$ cat src/design/met_pkg.sv
// Shared types and constants for the Mandelbrot escape-time pixel engine.
// Used by the channel interfaces, the controller, the datapath and its units.
package met_pkg;

  localparam int DATA_BITS      = 64;
  localparam int HALF_BITS      = DATA_BITS / 2;
  localparam int PROD_BITS      = 2 * DATA_BITS;
  localparam int INDEX_BITS     = 10;
  localparam int COUNT_BITS     = 20;
  localparam int FRACTION_BITS  = 58;
  localparam int RED_BITS       = 7;
  localparam int GREEN_BITS     = 8;
  localparam int BLUE_BITS      = 8;

  localparam logic [DATA_BITS-1:0]  ESCAPE_BOUND = 64'd4 << FRACTION_BITS;
  localparam logic [COUNT_BITS-1:0] LIMIT_RESET  = 20'd1000;

  localparam int REG_INDEX_BITS = 3;

  typedef enum logic [REG_INDEX_BITS-1:0] {
    REG_ORIGIN_REAL     = 3'd0,
    REG_ORIGIN_IMAG     = 3'd1,
    REG_STEP_REAL       = 3'd2,
    REG_STEP_IMAG       = 3'd3,
    REG_ITERATION_LIMIT = 3'd4
  } reg_index_t;

  // colour lanes: red, green, blue
  localparam int LANES      = 3;
  localparam int SCALE_BITS = 8;
  localparam logic [SCALE_BITS-1:0] COLOUR_SCALE [LANES] = '{8'd127, 8'd169, 8'd250};
  localparam int DIV_BITS      = COUNT_BITS + SCALE_BITS;
  localparam int DIV_STEP_BITS = $clog2(DIV_BITS);

  typedef enum logic [1:0] {
    SHIFT_NONE,
    SHIFT_FRAC,
    SHIFT_FRAC_LESS_ONE
  } shift_t;

  typedef enum logic [2:0] {
    ST_IDLE,
    ST_COORD_START,
    ST_COORD_WAIT,
    ST_CHECK,
    ST_ITER_WAIT,
    ST_DIV_WAIT,
    ST_DELIVER
  } state_t;

  typedef struct packed {
    logic load;
    logic mul_start;
    logic mul_coord;
    logic c_load;
    logic update;
    logic div_start;
    logic out_load;
  } cmd_t;

  typedef struct packed {
    logic mul_done;
    logic escaped;
    logic at_limit;
    logic div_done;
  } status_t;

endpackage

$ cat src/design/met_ctrl.sv
// Controller: sequences point set-up, the escape loop, colour scaling and the
// hand-off to the result register. Drives met_datapath; uses met_pkg.
module met_ctrl (
  input  logic             clk,
  input  logic             rst,
  input  logic             in_valid,
  output logic             in_ready,
  output logic             out_valid,
  input  logic             out_ready,
  input  met_pkg::status_t status,
  output met_pkg::cmd_t    cmd
);

  met_pkg::state_t state;
  met_pkg::state_t state_next;
  logic            out_valid_next;

  always_ff @(posedge clk) begin
    if (rst) begin
      state     <= met_pkg::ST_IDLE;
      out_valid <= 1'b0;
    end else begin
      state     <= state_next;
      out_valid <= out_valid_next;
    end
  end

  always_comb begin
    state_next = state;
    cmd        = '0;
    in_ready   = 1'b0;
    case (state)
      met_pkg::ST_IDLE: begin
        in_ready = 1'b1;
        if (in_valid) begin
          cmd.load   = 1'b1;
          state_next = met_pkg::ST_COORD_START;
        end
      end
      met_pkg::ST_COORD_START: begin
        cmd.mul_start = 1'b1;
        cmd.mul_coord = 1'b1;
        state_next    = met_pkg::ST_COORD_WAIT;
      end
      met_pkg::ST_COORD_WAIT: begin
        cmd.mul_coord = 1'b1;
        if (status.mul_done) begin
          cmd.c_load = 1'b1;
          state_next = met_pkg::ST_CHECK;
        end
      end
      met_pkg::ST_CHECK: begin
        if (status.at_limit) begin
          cmd.div_start = 1'b1;
          state_next    = met_pkg::ST_DIV_WAIT;
        end else begin
          cmd.mul_start = 1'b1;
          state_next    = met_pkg::ST_ITER_WAIT;
        end
      end
      met_pkg::ST_ITER_WAIT: begin
        if (status.mul_done) begin
          if (status.escaped) begin
            cmd.div_start = 1'b1;
            state_next    = met_pkg::ST_DIV_WAIT;
          end else begin
            cmd.update = 1'b1;
            state_next = met_pkg::ST_CHECK;
          end
        end
      end
      met_pkg::ST_DIV_WAIT: begin
        if (status.div_done) begin
          state_next = met_pkg::ST_DELIVER;
        end
      end
      met_pkg::ST_DELIVER: begin
        // hold until the result register is free or being emptied
        if (!out_valid || out_ready) begin
          cmd.out_load = 1'b1;
          state_next   = met_pkg::ST_IDLE;
        end
      end
      default: state_next = met_pkg::ST_IDLE;
    endcase
  end

  always_comb begin
    if (cmd.out_load) begin
      out_valid_next = 1'b1;
    end else if (out_ready) begin
      out_valid_next = 1'b0;
    end else begin
      out_valid_next = out_valid;
    end
  end

  a_mul_done_when_waiting: assert property (@(posedge clk) disable iff (rst)
    status.mul_done |-> (state == met_pkg::ST_COORD_WAIT || state == met_pkg::ST_ITER_WAIT))
    else $error("multiplier finished outside a wait state");

  a_div_done_when_waiting: assert property (@(posedge clk) disable iff (rst)
    status.div_done |-> state == met_pkg::ST_DIV_WAIT)
    else $error("colour scaler finished outside its wait state");

  a_no_count_past_limit: assert property (@(posedge clk) disable iff (rst)
    cmd.update |-> !status.at_limit)
    else $error("iteration count advanced at the limit");

  a_result_not_overwritten: assert property (@(posedge clk) disable iff (rst)
    (out_valid && !out_ready) |=> !$past(cmd.out_load) || out_valid)
    else $error("pending result dropped");

endmodule

$ cat config.mk
export PLATFORM = sky130hd
export DESIGN_NAME = met_ctrl
export DESIGN_NICKNAME = d
export VERILOG_FILES = /design/src/design/met_pkg.sv /design/src/design/met_ctrl.sv
export SDC_FILE = /design/constraint.sdc
export NUM_CORES = 1
export LEC_CHECK = 0
export BUFFER_PORTS_ARGS = -buffer_cell sky130_fd_sc_hd__buf_2
export CAP_MARGIN = 40
export CORE_AREA = 2 2 39 41
export CTS_CLUSTER_SIZE = 20
export DETAILED_ROUTE_END_ITERATION = 16
export DIE_AREA = 0 0 41 43
export HOLD_SLACK_MARGIN = 0.06
export PLACE_DENSITY = 0.54
export SLEW_MARGIN = 10
export SYNTH_ARGS = -nofsm -noshare
export SYNTH_HDL_FRONTEND = slang
export SYNTH_SLANG_ARGS = --single-unit
$ cat constraint.sdc
create_clock -name clk -period 1.8 [get_ports clk]
set_input_delay 0.09 -clock clk [delete_from_list [all_inputs] [get_ports clk]]
set_output_delay 0.09 -clock clk [all_outputs]
set_load 0.02 [all_outputs]
==> metrics.md <==
| Metric | Value |
|---|---|
| Outcome | `finished, final reports clean` |
| Arr. time, crit path | `1440 ps` |
| Quantity of gates resized following cts | `0` |
| ANT nets after route | `0` |
| Clock power share | `23.6%` |
| Total gr overflow | `0` |
| Most frequent cells in the layout | `buf_2 (16), a21oi_1 (5), dfxtp_1 (4)` |
| Worst Hold Class | `in2reg` |
| Hold Crit Start | `status[2]` |
| Vias in the first global route | `322` |
| Final RePlAce weighted congestion | `0.734` |
| DRC Markers | `0` |
| Critical path's largest stage delay | `540 ps` |
| Via count | `about 370` |
| Crit path cell chain | `inv_2 > nor4b_1 > buf_2` |
| Slowest CP cell | `dfxtp_1` |
| Antenna Cells | `0` |
| Routed WL per cell | `around 11 um` |
| Worst-Skew Late Latency | `230 ps` |
| CP delay by family, top | `flip-flops` |
| 1st-pass router iterations | `4` |
| Layout cells sized above 1 | `between 30 and 40%` |
| Design area | `438 um^2` |
| Root buffer cell | `clkbuf_4` |
| Levels on crit path | `3` |
| Hpwl dp | `~580 um` |
| Sw Share | `between 40% and 50%` |
| Final nets | `between 60 and 70` |
| Clk pin slew, worst setup/hold paths | `roughly 40 ps` |
| Flop pwr share | `roughly a third` |
| Worst Max-Slew Pin Slew | `around 500 ps` |
| Max_slew headroom | `between 60% and 70%` |
| RR Startpoint | `state[2]` |
| WS Path Type | `reg2out` |
| Endpoint type of the worst setup path | `output pin` |
| Starting Density | `between 20% and 30%` |
| Part of the cycle the worst path needs | `84.9%` |
| PD cells | `1060 nW/um^2` |
| H-tree levels | `1` |
| All-layer global routing usage | `under 10%` |
| First-pass GRT wire length | `~1200 um` |
| Critical path fanouts, max | `9` |
| Hold Vio Cnt, Final | `0` |
| Yosys warns | `0` |
| Pins Over Slew Limit | `0` |
| Fin util | `between 30% and 40%` |
| Io pins | `17` |
| Clk buf depth | `2` |
| Initial antenna violation count | `0` |
| Num CTS Buffers | `3` |
| Final TNS setup | `0 ps` |
| Largest net degree at the start of global routing | `15` |
| Synth top area cells | `dfxtp_1 (24%), a21oi_1 (7.4%), buf_4 (6.6%)` |
| Sequential-to-total area share from yosys stat | `23.6%` |
| Synth unique cells | `27` |
| P_sw | `roughly 0.00020 W` |
| Area Growth Syn to Fin | `29.2%` |
| Synth top area share | `a little under a quarter` |
| Core area | `around 1400 um^2` |
| Vias per cell | `between 4 and 5` |
| Setup bufs post-CTS | `0` |
| CTS sink cnt | `4` |
| Die Area | `between 1500 and 2000 um^2` |
| Worst Skew | `approximately 0.9 ps` |
| Fmax | `around 650 MHz` |
| 1st-iter DRT viols | `9` |
| FF-to-FF End | `state[1]` |
| Synth area leader | `dfxtp_1` |
| Post-Syn Instances | `between 40 and 50` |
| Most common cell after layout, fill and taps aside | `buf_2` |
| Critical Path Source | `state[1]` |
| Syn Std Cell Area | `around 340 um^2` |
| Area post-placement | `about 410 um^2` |
| LEAKAGE | `approximately 0.22 nW` |
| Logic pwr share | `~45%` |
| Die H | `approximately 43 um` |
| R2R depth | `4` |
| Cell internal pwr | `0.000268 W` |
| Routed WL | `792 um` |
| Crit path buffers/inverters | `2` |
| Syn nets | `51` |
| CP startpoint kind | `register` |
| Reg2reg setup slack | `roughly 510 ps` |
| Setup violations, final | `0` |
| Crit path capture | `cmd[3]` |
| Port buffer count | `16` |
| Worst vdd ir | `~0.24 mV` |
| Final Critical Period | `roughly 1500 ps` |
| Seq cells post-synth | `4` |
| Die width | `41 um` |
| CTS tree | `done` |
| Avg Cell Area, Syn | `between 7 and 8 um^2` |
| Row cnt | `14` |
| Max capacitance violation total | `0` |
| CP required | `around 1700 ps` |
| RSZ-0062 raised after global routing | `no` |
==> layer usage <==
layer | vias up | global-route usage (%) | wire [um]
met5 | - | 0 | 0
li1 | 190 | - | -
met3 | 0 | 0 | 49
met4 | 0 | 4.00 | 0
met1 | 166 | 12.2 | 355
met2 | 12 | 16.3 | 387
==> sequential cells by signal, indices dropped and copies added, names as in the netlist <==
signal and flops:
out_valid 1, state 3
==> worst min-delay path, delay by kind of cell <==
family,cells,cell delay (ps)
buffers and inverters,1,120
AND/OR/NAND/NOR,2,180
==> cell type report <==
cell class	instances	area, um^2
inverters	2	7.51
repair buffers	17	90.1
well taps	16	20.0
multi-input cells	33	218
flip-flops and latches	4	80.1
clock buffers	3	22.5
fillers	154	946
==> cells in the mapped netlist <==
library cell and count:
a21oi_1 5, dfxtp_1 4, buf_4 3, nand2b_1 3, nor2_1 3, nor3_1 2, nor4b_1 2, o21ai_1 2
a21o_1 1, a2bb2oi_1 1, a31oi_1 1, and2_1 1, and4b_1 1, buf_6 1, inv_1 1, inv_2 1
mux2i_1 1, nand2_1 1, nand3_1 1, nand3b_4 1, nand4_1 1, nor2b_1 1, nor4_1 1, o21a_1 1
o21ai_0 1, o31ai_1 1, xnor2_1 1
==> per-stage QoR <==
stage                     total power [W]  worst slack, ps  hold slack [ps]  std cells
after floorplan                  0.000313              377              159         43
after global placement           0.000356              495              293         71
after detailed placement         0.000355              493              292         71
after CTS                        0.000468              238              206         75
after global routing             0.000502              148              252         75
final                            0.000466              272              210         75
==> cell families after synthesis <==
| group | after synthesis | share of synthesized area, % |
|---|---|---|
| mux | 1 | 2.95 |
| buf+inv | 6 | 12.2 |
| compound gates | 13 | 22.9 |
| simple gates | 18 | 35.8 |
| xor+xnor | 1 | 2.58 |
| flops | 4 | 23.6 |
==> power groups by stage <==
| stage | clock network, W | logic [W] | registers [W] |
|---|---|---|---|
| 2_1_floorplan | 0 | 0.000200 | 0.000112 |
| 3_3_place_gp | 0 | 0.000208 | 0.000148 |
| 3_5_place_dp | 0 | 0.000209 | 0.000146 |
| 4_1_cts | 0.000111 | 0.000212 | 0.000145 |
| 5_1_grt | 0.000116 | 0.000235 | 0.000151 |
| 6_report | 0.000110 | 0.000210 | 0.000146 |
==> repair_timing <==
item,4_1_cts,5_1_grt
hold buffers,1,0
hold endpoints to repair,1,0
setup endpoints to repair,0,0
==> how the worst min path moves through the flow <==
stage                           end  slack, ps  depth (start not counted)
final                      state[2]        210                          3
after detailed placement  out_valid        290                          2
after global placement    out_valid        290                          2
after global routing      out_valid        250                          3
after floorplan           out_valid        160                          1
after CTS                  state[2]        210                          3
No activity file was read; power rests on OpenSTA's default activity.
